**src/rtl/evpc_pkg.sv**
```systemverilog
`timescale 1ns / 1ps
// ----------------------------------------------------------------------------
// Encoder volume and power control package
// Shared types, register indexes and reset values.
// ----------------------------------------------------------------------------
package evpc_pkg;

    localparam int COUNT_WIDTH_DEF = 16;
    localparam int CFG_W           = 16;
    localparam int CFG_IDX_W       = 2;
    localparam int VOL_W           = 8;

    localparam logic [CFG_IDX_W-1:0] REG_DEBOUNCE    = 2'd0;
    localparam logic [CFG_IDX_W-1:0] REG_HOLD_LIMIT  = 2'd1;
    localparam logic [CFG_IDX_W-1:0] REG_STORE_DELAY = 2'd2;

    localparam logic [CFG_W-1:0] DEBOUNCE_RST    = 16'd50;
    localparam logic [CFG_W-1:0] HOLD_LIMIT_RST  = 16'd2000;
    localparam logic [CFG_W-1:0] STORE_DELAY_RST = 16'd1000;

    localparam logic [VOL_W-1:0] VOL_MAX = 8'd255;
    localparam logic [VOL_W-1:0] VOL_MIN = 8'd0;

    localparam logic CMD_PIN  = 1'b0;
    localparam logic CMD_TICK = 1'b1;

    typedef struct packed {
        logic command;
        logic phase_a;
        logic phase_b;
        logic button_level;
    } in_t;

    typedef struct packed {
        logic             power_active;
        logic             relay_on;
        logic [VOL_W-1:0] volume_level;
        logic             store_pending;
        logic             store_triggered;
        logic             hold_power_off;
    } out_t;

    typedef struct packed {
        logic [CFG_W-1:0] debounce_ticks;
        logic [CFG_W-1:0] hold_limit_ticks;
        logic [CFG_W-1:0] store_delay_ticks;
    } cfg_t;

endpackage

```
**src/rtl/encoder_volume_power_control_top.sv**
```systemverilog
`timescale 1ns / 1ps
// ----------------------------------------------------------------------------
// Encoder volume and power control
// Rotary encoder volume stepping, button power and relay control, and
// long-press power off, driven by pin-change and timer-tick items.
// ----------------------------------------------------------------------------
// Channel  Direction  Handshake              Payload
// in       input      in_valid / in_stall    in_data (evpc_pkg::in_t)
// out      output     out_valid / out_stall  out_data (evpc_pkg::out_t)
// cfg      input      cfg_we                 cfg_index, cfg_data
//
// One item is accepted per cycle while in_stall is low; its result is then offered from the result register.
// The input register feeds the state update, which writes the result register.
// Reset clears the state and loads the register defaults.
// A stalled result holds; the input register still takes one more item.
// ----------------------------------------------------------------------------
module encoder_volume_power_control_top #(
    parameter int COUNT_WIDTH = evpc_pkg::COUNT_WIDTH_DEF
) (
    input  logic                               clk,
    input  logic                               rst_n,
    input  logic                               in_valid,
    output logic                               in_stall,
    input  evpc_pkg::in_t                      in_data,
    output logic                               out_valid,
    input  logic                               out_stall,
    output evpc_pkg::out_t                     out_data,
    input  logic                               cfg_we,
    input  logic [evpc_pkg::CFG_IDX_W-1:0]     cfg_index,
    input  logic [evpc_pkg::CFG_W-1:0]         cfg_data
);
    import evpc_pkg::*;

    cfg_t cfg_reg;
    in_t  in_data_reg;
    logic in_vld_reg;
    out_t out_data_reg;
    logic out_vld_reg;
    out_t result;
    logic advance;

    assign advance  = in_vld_reg && (!out_vld_reg || !out_stall);
    assign in_stall = in_vld_reg && !advance;

    evpc_core #(
        .COUNT_WIDTH (COUNT_WIDTH)
    ) u_core (
        .clk    (clk),
        .rst_n  (rst_n),
        .step   (advance),
        .item   (in_data_reg),
        .cfg    (cfg_reg),
        .result (result)
    );

    always_ff @(posedge clk or negedge rst_n)
    begin
        if (!rst_n)
        begin
            cfg_reg.debounce_ticks    <= DEBOUNCE_RST;
            cfg_reg.hold_limit_ticks  <= HOLD_LIMIT_RST;
            cfg_reg.store_delay_ticks <= STORE_DELAY_RST;
        end
        else if (cfg_we)
        begin
            case (cfg_index)
                REG_DEBOUNCE:    cfg_reg.debounce_ticks    <= cfg_data;
                REG_HOLD_LIMIT:  cfg_reg.hold_limit_ticks  <= cfg_data;
                REG_STORE_DELAY: cfg_reg.store_delay_ticks <= cfg_data;
                default:         cfg_reg <= cfg_reg;
            endcase
        end
    end

    always_ff @(posedge clk or negedge rst_n)
    begin
        if (!rst_n)
        begin
            in_vld_reg  <= 1'b0;
            out_vld_reg <= 1'b0;
        end
        else
        begin
            if (in_valid && !in_stall)
            begin
                in_vld_reg <= 1'b1;
            end
            else if (advance)
            begin
                in_vld_reg <= 1'b0;
            end
            if (advance)
            begin
                out_vld_reg <= 1'b1;
            end
            else if (!out_stall)
            begin
                out_vld_reg <= 1'b0;
            end
        end
    end

    always_ff @(posedge clk)
    begin
        if (in_valid && !in_stall)
        begin
            in_data_reg <= in_data;
        end
        if (advance)
        begin
            out_data_reg <= result;
        end
    end

    assign out_valid = out_vld_reg;
    assign out_data  = out_data_reg;

`ifndef SYNTHESIS
    a_lp_off_drops_all: assert property (@(posedge clk) disable iff (!rst_n)
        out_vld_reg && out_data_reg.hold_power_off
        |-> !out_data_reg.power_active && !out_data_reg.relay_on)
        else $error("long-press power off left power or relay on");

    a_relay_needs_power: assert property (@(posedge clk) disable iff (!rst_n)
        out_vld_reg && !out_data_reg.power_active |-> !out_data_reg.relay_on)
        else $error("relay on while power is off");

    a_trig_excl_lp: assert property (@(posedge clk) disable iff (!rst_n)
        out_vld_reg && out_data_reg.store_triggered |-> !out_data_reg.hold_power_off)
        else $error("one item both stepped volume and powered off");

    a_stall_only_full: assert property (@(posedge clk) disable iff (!rst_n)
        in_stall |-> in_vld_reg && out_vld_reg && out_stall)
        else $error("input stalled with room in the pipeline");

    a_advance_loads_out: assert property (@(posedge clk) disable iff (!rst_n)
        advance |=> out_vld_reg)
        else $error("result register not loaded after advance");
`endif

endmodule

```
**src/rtl/evpc_core.sv**
```systemverilog
`timescale 1ns / 1ps
// ----------------------------------------------------------------------------
// Encoder volume and power control core
// Holds the control state and applies one item to it per step.
// ----------------------------------------------------------------------------
module evpc_core #(
    parameter int COUNT_WIDTH = evpc_pkg::COUNT_WIDTH_DEF
) (
    input  logic            clk,
    input  logic            rst_n,
    input  logic            step,
    input  evpc_pkg::in_t   item,
    input  evpc_pkg::cfg_t  cfg,
    output evpc_pkg::out_t  result
);
    import evpc_pkg::*;

    localparam int HOLD_W = COUNT_WIDTH + 1;
    localparam int CMP_W  = (HOLD_W > CFG_W) ? HOLD_W : CFG_W;

    logic                   power_reg, power_next;
    logic                   relay_reg, relay_next;
    logic [VOL_W-1:0]       volume_reg, volume_next;
    logic [COUNT_WIDTH-1:0] deb_reg, deb_next;
    logic [COUNT_WIDTH-1:0] store_reg, store_next;
    logic [HOLD_W-1:0]      hold_reg, hold_next;
    logic                   trig;
    logic                   lp_off;

    always_comb
    begin
        power_next  = power_reg;
        relay_next  = relay_reg;
        volume_next = volume_reg;
        deb_next    = deb_reg;
        store_next  = store_reg;
        hold_next   = hold_reg;
        trig        = 1'b0;
        lp_off      = 1'b0;
        if (item.command == CMD_PIN)
        begin
            if (deb_reg == '0)
            begin
                if (!item.phase_a && power_reg)
                begin
                    if (!item.phase_b)
                    begin
                        if (volume_reg != VOL_MIN)
                        begin
                            volume_next = volume_reg - 8'd1;
                        end
                    end
                    else if (volume_reg != VOL_MAX)
                    begin
                        volume_next = volume_reg + 8'd1;
                    end
                    store_next = COUNT_WIDTH'(cfg.store_delay_ticks);
                    trig       = 1'b1;
                end
                if (!item.button_level)
                begin
                    if (!power_reg)
                    begin
                        power_next = 1'b1;
                    end
                    else
                    begin
                        relay_next = ~relay_reg;
                    end
                end
                deb_next = COUNT_WIDTH'(cfg.debounce_ticks);
            end
        end
        else
        begin
            if (deb_reg != '0)
            begin
                deb_next = deb_reg - COUNT_WIDTH'(1);
            end
            if (store_reg != '0)
            begin
                store_next = store_reg - COUNT_WIDTH'(1);
            end
            if (power_reg)
            begin
                if (!item.button_level)
                begin
                    if (hold_reg != '1)
                    begin
                        hold_next = hold_reg + HOLD_W'(1);
                    end
                end
                else
                begin
                    hold_next = '0;
                end
                if (CMP_W'(hold_next) > CMP_W'(cfg.hold_limit_ticks))
                begin
                    power_next = 1'b0;
                    relay_next = 1'b0;
                    hold_next  = '0;
                    lp_off     = 1'b1;
                end
            end
        end
    end

    always_comb
    begin
        result.power_active    = power_next;
        result.relay_on        = relay_next;
        result.volume_level    = volume_next;
        result.store_pending   = (store_next != '0);
        result.store_triggered = trig;
        result.hold_power_off  = lp_off;
    end

    always_ff @(posedge clk or negedge rst_n)
    begin
        if (!rst_n)
        begin
            power_reg  <= 1'b0;
            relay_reg  <= 1'b0;
            volume_reg <= '0;
            deb_reg    <= '0;
            store_reg  <= '0;
            hold_reg   <= '0;
        end
        else if (step)
        begin
            power_reg  <= power_next;
            relay_reg  <= relay_next;
            volume_reg <= volume_next;
            deb_reg    <= deb_next;
            store_reg  <= store_next;
            hold_reg   <= hold_next;
        end
    end

endmodule

```
**config.mk**
```make
export PLATFORM = sky130hd
export DESIGN_NAME = encoder_volume_power_control_top
export DESIGN_NICKNAME = d
export VERILOG_FILES = /design/src/rtl/evpc_pkg.sv /design/src/rtl/encoder_volume_power_control_top.sv /design/src/rtl/evpc_core.sv
export SDC_FILE = /design/constraint.sdc
export NUM_CORES = 1
export LEC_CHECK = 0
export CAP_MARGIN = 0
export CORE_ASPECT_RATIO = 0.8
export CORE_MARGIN = 5
export CORE_UTILIZATION = 45
export CTS_BUF_LIST = sky130_fd_sc_hd__clkbuf_16
export CTS_CLUSTER_DIAMETER = 100
export DETAILED_ROUTE_END_ITERATION = 6
export DONT_BUFFER_PORTS = 1
export GPL_TIMING_DRIVEN = 0
export PLACE_DENSITY = 0.62
export SLEW_MARGIN = 20
export SYNTH_ARGS = -nofsm -noshare
export SYNTH_HDL_FRONTEND = slang
export SYNTH_SLANG_ARGS = --single-unit
export TNS_END_PERCENT = 10
```
**constraint.sdc**
```tcl
create_clock -name clk -period 7.2 [get_ports clk]
set_clock_uncertainty 0.1 [all_clocks]
set_input_delay 0.72 -clock clk [delete_from_list [all_inputs] [get_ports clk]]
set_output_delay 0.72 -clock clk [all_outputs]
set_load 0.02 [all_outputs]
```
# Word-level counts from Yosys, hierarchy flattened
# Index checks and enable logic that the tools add are counted.
[op_classes]
reduce_logical = 25
mux = 35
div_mod_pow = 0
n_bitwise = 2
multipliers = 0
n_shift = 0
add_sub_neg = 5
eq_ne = 6
n_lt_le_gt_ge = 1
[op_table]
columns = ["op", "count"]
rows = [
  ["two-way mux 16 bit", 7],
  ["two-way mux 17 bit", 5],
  ["two-way mux 8 bit", 6],
  ["nonzero test 16 bit", 3],
  ["subtractor 16 x 1 -> 16 bit, second input constant", 2],
  ["adder 17 x 1 -> 17 bit, second input constant", 1],
  ["greater-than comparator 17 x 16 -> 1 bit", 1],
  ["two-way mux 1 bit", 17],
  ["!= test 17 bit, second input constant", 1],
  ["logical NOT 16 bit", 1],
  ["adder 8 x 1 -> 8 bit, second input constant", 1],
  ["!= test 8 bit, second input constant", 1],
  ["AND reduction 2 bit", 4],
  ["nonzero test 8 bit", 1],
  ["subtractor 8 x 1 -> 8 bit, second input constant", 1],
  ["AND reduction 3 bit", 2],
  ["logical NOT 1 bit", 5],
  ["logical AND 1 bit", 4],
  ["!= test 2 x 1 -> 1 bit, second input constant", 2],
  ["nonzero test 2 bit", 2],
  ["== test 2 x 1 -> 1 bit, second input constant", 1],
  ["== test 2 bit, second input constant", 1],
  ["logical NOT 2 bit", 1],
  ["NOT 1 bit", 2],
  ["2 further kinds", 2],
]
[word_totals]
mem_count = 0
out_inout_bits = 15
latch_bits = 0
elab_cells = 95
rom_bits = 0
ff_bits = 126
input_bits = 27
ram_bits = 0

# Depth between registers and ports, before layout
# Gate-level depths: netlist (run 1).
[depth]
depth_word = 9
ltp_mapped = 16
ltp_nobuf = 15

# Hierarchy
# Synthesis (run 1) repeated with hierarchy kept, for this count alone.
[unflattened]
cells_unflattened = 743
area_unflattened_um2 = 7395.8
[modules_own_cells]
columns = ["mod", "cells_per_inst", "area_per_inst_um2", "seq_area_each_um2", "instances"]
rows = [
  ["evpc_core", 616, 4964.8, 1476.4, 1],
  ["encoder_volume_power_control_top", 127, 2431.1, 1780.5, 1],
]

# Worst setup path after synthesis (run 1)
# Ideal clock, no wire load.
[synth_timing]
path_kind = "reg-to-reg"
from = "register u_core.hold_reg[7]"
to = "register out_data_reg, in the netlist out_data[11] (data pin)"
period_less_slack_ns = 3.762
path_slack_ns = 3.438
n_path_buf = 1
required_ns = 6.942
stages_incl_launch_ff = 16
setup_time_ns = 0.158
arrival_time_ns = 3.504
cell_sequence = "dfrtp_1 > and4_1 > nand3_1 > or4_1 > clkbuf_1 > and4_1 > and3_1 > xnor2_1 > nor2_1 > ha_1 > nand3_1 > nor4_1 > a21oi_1 > a21oi_1 > nand3_1 > o211ai_1"
[synth_lines]
columns = ["element", "line", "rtl"]
rows = [
  ["start: declaration", "evpc_core.sv:26", "logic [HOLD_W-1:0] hold_reg, hold_next;"],
  ["start signal: assignment", "evpc_core.sv:136", "hold_reg <= hold_next;"],
  ["end signal: assignment", "encoder_volume_power_control_top.sv:111", "out_data_reg <= result;"],
  ["end: declaration", "encoder_volume_power_control_top.sv:37", "out_t out_data_reg;"],
]

==> results.md, run 1 <==
* Area share of the largest cell type after synthesis at 0.323
* Slew headroom at 0.384
* Min-Delay Path Class: input pin to async pin
* Post-DP HPWL at approximately 14000 um
* Leak Pwr at around 3.4 nW
* First-pass GRT wire length at 31700 um
* Crit-path max FO at 9
* Worst-Margin Slew at just over 0.9 ns
* Asr flop ratio synth at 0.865
* Syn Area/Cell at 9.68 um2
* Critical path cell sequence: and4_1 > nand3_1 > or4_1 > clkbuf_1 > and4_1 > and3_1 > xnor2_1 > nor2_1 > ha_1 > nand3_1 > nor4_1 > a21oi_1 > a21oi_1 > nand3_1 > o211ai_1
* Area contributors post-synth: dfrtp_1, mux2_2, edfxtp_1
* Placer Congestion at between 0.9 and 1
* Layout cells sized above 1 at 0.156
* Crit-path max cell delay at ~0.75 ns
* Fmax achieved at approximately 0.21 GHz
* Slew Limit Fails at 0
* Core Util, Final at 0.517
* # port buffers at 0
* Total grt overflow at 0
* Clk buf depth at 2
* Clock sinks at ~130
* Power per cell area at approximately 300 nW/um2
* Most frequent CP cell: nand3_1
* Post-synthesis instance total at around 750
* Synthesized cell area at 7290 um2
* Synth warn at 0
* Number of buffers created by CTS at 17
* Core area at between 15000 and 20000 um2
* Vias at approximately 5900
* # diodes at 0
* EDFF count, synth at 17
* Synthesis-to-finish area growth at 12.5%
* CTS root buffer: clkbuf_16
* Ys flop type: dfrtp_1
* Final Cycle Share at 0.651
* Die footprint at approximately 19000 um2
* Fill count at between 1000 and 1500
* Critical Path AT at about 4.9 ns
* Worst Setup End Kind: register
* Die Span Y at around 120 um
* Setup TNS at 0 ns
* RSZ-0062 raised after global routing: false
* Drt drc at 0
* CTS H-tree lvls at 4
* Wire length per cell at 19.5 um
* Worst Setup Start Kind: register
* Min cycle time layout at 4.69 ns
* Type of the worst setup path: register to register
* Mapped Nets at about 800
* Core Rows at between 40 and 50
* Cell taking the most area after synthesis: dfrtp_1
* Final wirelength at roughly 20000 um
* Initial antenna violation count at 0
* Initial core utilization at 0.460
* Count of distinct cell types in the synthesized netlist at 61
* CTS tree: built
* I/O pins at 42
* Vias per std cell at 5.92
* Vias in the first global route at about 5700
* Largest net degree at the start of global routing at 95
* Die X-Extent at ~150 um
* Sequential element share of the synthesized area at 0.447
* DRT iter0 DRCs at 485
* Synthesized flop and latch total at ~130
* Clk pin slew, worst setup/hold paths at roughly 0.060 ns
* Max-cap violations at 0
* Max reg flops at 48
* Total GRT Usage at 0.215
* Slowest stage cell, crit path: a21oi_1
* Final Hold Fails at 0
* Outcome: complete, no violations
* Critical path required time at ~7.4 ns
* Total power draw at around 2.5 mW
* Count of final setup violators at 0
* Final ANT Viol Nets at 0
* Clk Latency, worst-skew pair at ~0.42 ns
* Worst vdd ir at roughly 0.17 mV
* Final #Nets at about 800
* Drt first pass iters at 5
[worst max-delay path: cells and delay by family, from the launching register on]
kind | cells | cell delay (ns)
AND/OR/NAND/NOR | 9 | 2.21
AO/OA/AOI/OAI | 3 | 1.08
flip-flops | 1 | 0.45
adder cells (fa/ha/maj) | 1 | 0.32
buffers and inverters | 1 | 0.21
XOR/XNOR | 1 | 0.16
[worst paths after layout]
kind                                         start                  to  slack (ns)  cells after the start
worst max-delay path            u_core.hold_reg[7]        out_data[11]        2.51                     15
worst min-delay path                         rst_n          cfg_reg[7]        0.04                      0
worst max register to register  u_core.hold_reg[7]        out_data[11]        2.51                     15
worst min register to register         cfg_reg[12]         cfg_reg[12]        0.41                      1
max in group asynchronous                    rst_n  u_core.hold_reg[3]        6.46                      1
min in group clk                        in_data[3]      in_data_reg[3]        0.29                      0
[per-stage QoR]
stage	std cells	hold WS [ns]	cell area, um2	setup slack (ns)
floorplan	753	0.324	7290	3.44
global placement	968	0.330	7560	2.61
detailed placement	968	0.329	7560	2.64
CTS	1001	0.0238	8200	2.58
global route	1001	0.0146	8200	2.19
finish	1001	0.0360	8200	2.51
[layout make-up]
type / instances / area, um2 / area share
flip-flops and latches: 126 / 3260 / 0.397
well taps: 215 / 269 / 0.0328
inverters: 30 / 113 / 0.0137
plain buffers: 36 / 149 / 0.0182
clock inverters: 15 / 180 / 0.0220
multi-input cells: 561 / 3780 / 0.461
clock buffers: 17 / 425 / 0.0519
repair buffers: 1 / 27.5 / 0.00336
[per-layer routing]
metal,global-route usage,up-vias,wire length (um)
met2,0.329,225,8710
li1,-,2776,-
met5,0,-,0
met1,0.312,2902,9400
met4,0.0539,0,207
met3,0.0486,21,1240
[repair_timing]
action / in CTS / in global routing
endpoints found under the hold margin: 94 / 0
resized for setup: 0 / 0
hold buffers: 1 / 0
setup buffers: 0 / 0
[synth_stat cells (5+ instances only)]
cell type,n
a21oi_1,40
a22o_1,5
a31oi_1,8
and2_1,7
and3_1,6
and4_1,7
clkbuf_1,30
dfrtp_1,94
dfstp_2,15
edfxtp_1,17
ha_1,24
inv_1,30
mux2_2,57
mux2i_1,29
nand2_1,90
nand2b_1,8
nand3_1,33
nand4_1,10
nor2_1,49
nor2b_1,5
nor3_1,25
nor3b_1,6
nor4_1,12
o21ai_0,35
o22ai_1,17
o31ai_1,5
xnor2_1,16
xor2_1,7
[report_power, final]
part | switching [mW] | internal [mW] | total, mW
Combinational | 0.336 | 0.265 | 0.601
Clock | 0.348 | 0.550 | 0.898
Sequential | 0.125 | 0.858 | 0.983
Total | 0.810 | 1.67 | 2.48
[cell families (layout without fill, tap and decap cells)]
| family | count (synthesis) | count (layout) | synth area share |
|---|---|---|---|
| AOI/OAI and AO/OA | 147 | 147 | 0.127 |
| xor gates and xnor gates | 23 | 23 | 0.0276 |
| and+or+nand+nor | 281 | 281 | 0.194 |
| muxes | 86 | 86 | 0.128 |
| buffers and inverters | 66 | 99 | 0.0357 |
| adders and majority gates | 24 | 24 | 0.0412 |
| DFF | 126 | 126 | 0.447 |
[cell usage in the layout, fill, tap and decap left out, types with 6 or more instances in the layout]
cell type	synthesis	layout
nor2_1	49	49
dfrtp_1	94	94
dfstp_2	15	15
inv_6	0	6
nor4_1	12	12
nand4_1	10	10
nand2_1	90	90
clkbuf_16	0	17
mux2_2	57	57
and2_1	7	7
o22ai_1	17	17
o21ai_0	35	35
clkbuf_1	30	29
nand2b_1	8	8
a31oi_1	8	8
ha_1	24	24
and3_1	6	6
edfxtp_1	17	17
nand3_1	33	33
xor2_1	7	7
a21oi_1	40	40
nor3_1	25	25
inv_1	30	31
and4_1	7	7
xnor2_1	16	16
mux2i_1	29	29
Power figures use the tool's default switching activity.
==> run 2, diff against run 1 <==
--- a/config.mk
+++ b/config.mk
@@ -5,6 +5,7 @@
 export SDC_FILE = /design/constraint.sdc
 export NUM_CORES = 1
 export LEC_CHECK = 0
+export ABC_AREA = 1
 export CAP_MARGIN = 0
 export CORE_ASPECT_RATIO = 0.8
 export CORE_MARGIN = 5
==> constraint.sdc (replaced) <==
create_clock -name clk -period 4.8 [get_ports clk]
set_clock_uncertainty 0.1 [all_clocks]
set_input_delay 0.48 -clock clk [delete_from_list [all_inputs] [get_ports clk]]
set_output_delay 0.48 -clock clk [all_outputs]
set_load 0.02 [all_outputs]
==> run 2 against run 1 <==
Effect of this change: final area rose by 3.2%; area after synthesis rose by 4.0%; count of clock-buffer cells in the layout did not move; final cell count rose by 26%; clock power rose by 43%; hold slack improved by 0.012 ns; routed wire length rose by 2.5%.
==> results.md, run 2 <==
* # port buffers at 0 (unchanged)
* Power per cell area at 523 nW/um2 (+73%)
* Most frequent cell after synthesis: nand2_1
* Clock sinks at 126 (unchanged)
* Crit-path max FO at 10 (+1)
* Placer Congestion at 0.953 (+5.4%)
* RSZ-0062 raised after global routing: false
* Fmax achieved at 0.264 GHz (+24%)
* Drt first pass iters at 6 (+1)
* Min-Delay Path Class: input pin to register
* Syn Area/Cell at 7.52 um2 (-22%)
* Met3 Use GR at 0.0422 (-0.00645)
* Largest net degree at the start of global routing at 110 (+16%)
* Max-cap violations at 0 (unchanged)
* Synthesized flop and latch total at 126 (unchanged)
* Final non-filler cell total at 1261 (+26%)
* Sequential element share of the synthesized area at 0.430 (-0.0170)
* Critical path required time at 5.04 ns (-2.32 ns)
* Drt drc at 0 (unchanged)
* Outcome: complete, no violations
* Worst vdd ir at 0.225 mV (+35%)
* I/O pins at 42 (unchanged)
* Slew Limit Fails at 0 (unchanged)
* Die footprint at 19600 um2 (+3.7%)
* Ys flop type: dfrtp_1
* Leak Pwr at 4.13 nW (+21%)
* Post-CTS resize count at 0 (unchanged)
* Total grt overflow at 0 (unchanged)
* Total GRT Usage at 0.208 (-0.00645)
* EDFF count, synth at 17 (unchanged)
* Mapped Nets at 1058 (+32%)
* RR Startpoint: u_core.hold_reg[0]
* Worst Setup Start Kind: register
* Count of final setup violators at 0 (unchanged)
* Initial antenna violation count at 0 (unchanged)
* Vias per std cell at 5.28 (-11%)
* Count of distinct cell types in the synthesized netlist at 42 (-31%)
* CTS tree: built
* Worst Hold Launch: in_data[3]
* Layout cells sized above 1 at 0.0845 (-0.0720)
* # diodes at 0 (unchanged)
* Max reg flops at 48 (unchanged)
* Gr busiest metal: met1
* Final wirelength at 20100 um (+2.5%)
* DP Cell Count at 1227 (+27%)
* Wire length per cell at 15.9 um (-19%)
* Final Cycle Share at 0.789 (+0.138)
* Synth warn at 0 (unchanged)
* Worst Setup End Kind: register
* Post-DP HPWL at 14700 um (+5.1%)
* Vias at 6660 (+12%)
* Commonest non-fill, non-tap cell in the layout: nand2_1
* Critical path origin: u_core.hold_reg[0]
* Critical Path AT at 4.03 ns (-0.82 ns)
* Final #Nets at 1079 (+31%)
* Area taken by multi-input logic gates at 3580 um2 (-5.1%)
* CTS root buffer: clkbuf_16
* Vias in the first global route at 6098 (+6.6%)
* Slew headroom at 0.626 (+0.243)
* Area share of the largest cell type after synthesis at 0.310 (-0.0123)
* Register Area at 3260 um2 (unchanged)
* Setup TNS at 0 ns (unchanged)
* Fill count at 1662 (+15%)
* DRT iter0 DRCs at 554 (+14%)
* Core Rows at 42 (+2.4%)
* Final ANT Viol Nets at 0 (unchanged)
* Met2 usage at 0.283 (-0.0462)
* Synthesized cell area at 7580 um2 (+4.0%)
* Post-synthesis instance total at 1007 (+34%)
* Clk pin slew, worst setup/hold paths at 0.06 ns (about the same)
* First-pass GRT wire length at 32400 um (+2.3%)
* Die Span Y at 126 um (+1.8%)
* Number of buffers created by CTS at 17 (unchanged)
* Min cycle time layout at 3.79 ns (-0.900 ns)
* Area contributors post-synth: dfrtp_1, nand2_1, o21ai_0
* Clk buf depth at 2 (unchanged)
* Die X-Extent at 155 um (+1.8%)
* Total power draw at 4.42 mW (+78%)
* Final Hold Fails at 0 (unchanged)
* CTS Hold Buffers Added at 2 (+1)
* CTS H-tree lvls at 4 (unchanged)
* Worst-Margin Slew at 0.560 ns (-0.364 ns)
* GR met1 Demand/Resource at 0.329 (+0.0163)
* Leading cell types by count after synthesis: nand2_1, inv_1, o21ai_0
* Initial core utilization at 0.458 (-0.00204)
* Cell taking the most area after synthesis: dfrtp_1
* Type of the worst setup path: register to register
* Synthesis-to-finish area growth at 11.6%
* # Post-CTS Setup Buffers at 0 (unchanged)
* Commonest non-fill, non-tap cells in the layout: nand2_1, inv_1, o21ai_0
* Clk Latency, worst-skew pair at 0.43 ns (about the same)
* Core area at 16600 um2 (+4.4%)
* Asr flop ratio synth at 0.865 (unchanged)
## run 2: cell families after synthesis
family,count (synthesis),share of synthesized area
adder cells (fa/ha/maj),24,0.0396
AO/OA/AOI/OAI,199,0.144
XOR/XNOR,38,0.0439
flip-flops,126,0.430
AND/OR/NAND/NOR,436,0.246
buffers and inverters,184,0.0971
## run 2: per-layer routing
layer,vias up,share of wire
met5,-,0
met4,0,0.014
met3,24,0.067
met2,231,0.40
met1,3101,0.52
li1,3304,-
## run 2: final cells by class
| cell class | count | share of cell area |
|---|---|---|
| Tap cell | 220 | 0.0325 |
| Multi-Input combinational cell | 697 | 0.424 |
| Inverter | 150 | 0.0671 |
| Timing Repair Buffer | 2 | 0.00444 |
| Sequential cell | 126 | 0.385 |
| Clock buffer | 17 | 0.0503 |
| Buffer | 34 | 0.0200 |
| Clock inverter | 15 | 0.0169 |
## run 2: worst paths after layout
check / endpoint / slack (ns) / depth (start not counted)
worst max register to register: u_core.hold_reg[10] / 1.01 / 15
worst min-delay path: in_data_reg[3] / 0.05 / 0
min in group asynchronous: u_core.deb_reg[4] / 0.53 / 2
worst max-delay path: u_core.hold_reg[10] / 1.01 / 15
max in group asynchronous: u_core.store_reg[0] / 3.62 / 2
worst min register to register: out_valid / 0.37 / 2
## run 2: critical path, cell delays in order, from the launching register on
cell and delay, ns:
dfrtp_1 0.43, ha_1 0.28, and3_1 0.25, nand2_1 0.15, nor2_1 0.08, nand2_1 0.20
inv_2 0.14, o21ai_0 0.32, inv_1 0.10, ha_1 0.28, nand2_1 0.06, nor4_1 0.42
nand4_1 0.25, nand2_2 0.24, nand2_2 0.20, o22ai_1 0.19
## run 2: through the flow
stage	instance area, um2	hold slack (ns)	setup slack [ns]	util
finish	8460	0.0479	1.01	0.511
global route	8460	0.0312	0.686	0.511
CTS	8460	0.0342	1.07	0.511
detailed placement	7850	0.0867	1.11	0.474
global placement	7850	0.0883	1.10	0.474
floorplan	7580	0.0844	1.83	-
## run 2: where the power goes
| part | internal, mW | switching (mW) | leakage, nW |
|---|---|---|---|
| logic | 0.539 | 0.985 | 2.31 |
| clock network | 0.762 | 0.514 | 0.285 |
| registers | 1.36 | 0.261 | 1.53 |
| total | 2.66 | 1.76 | 4.13 |
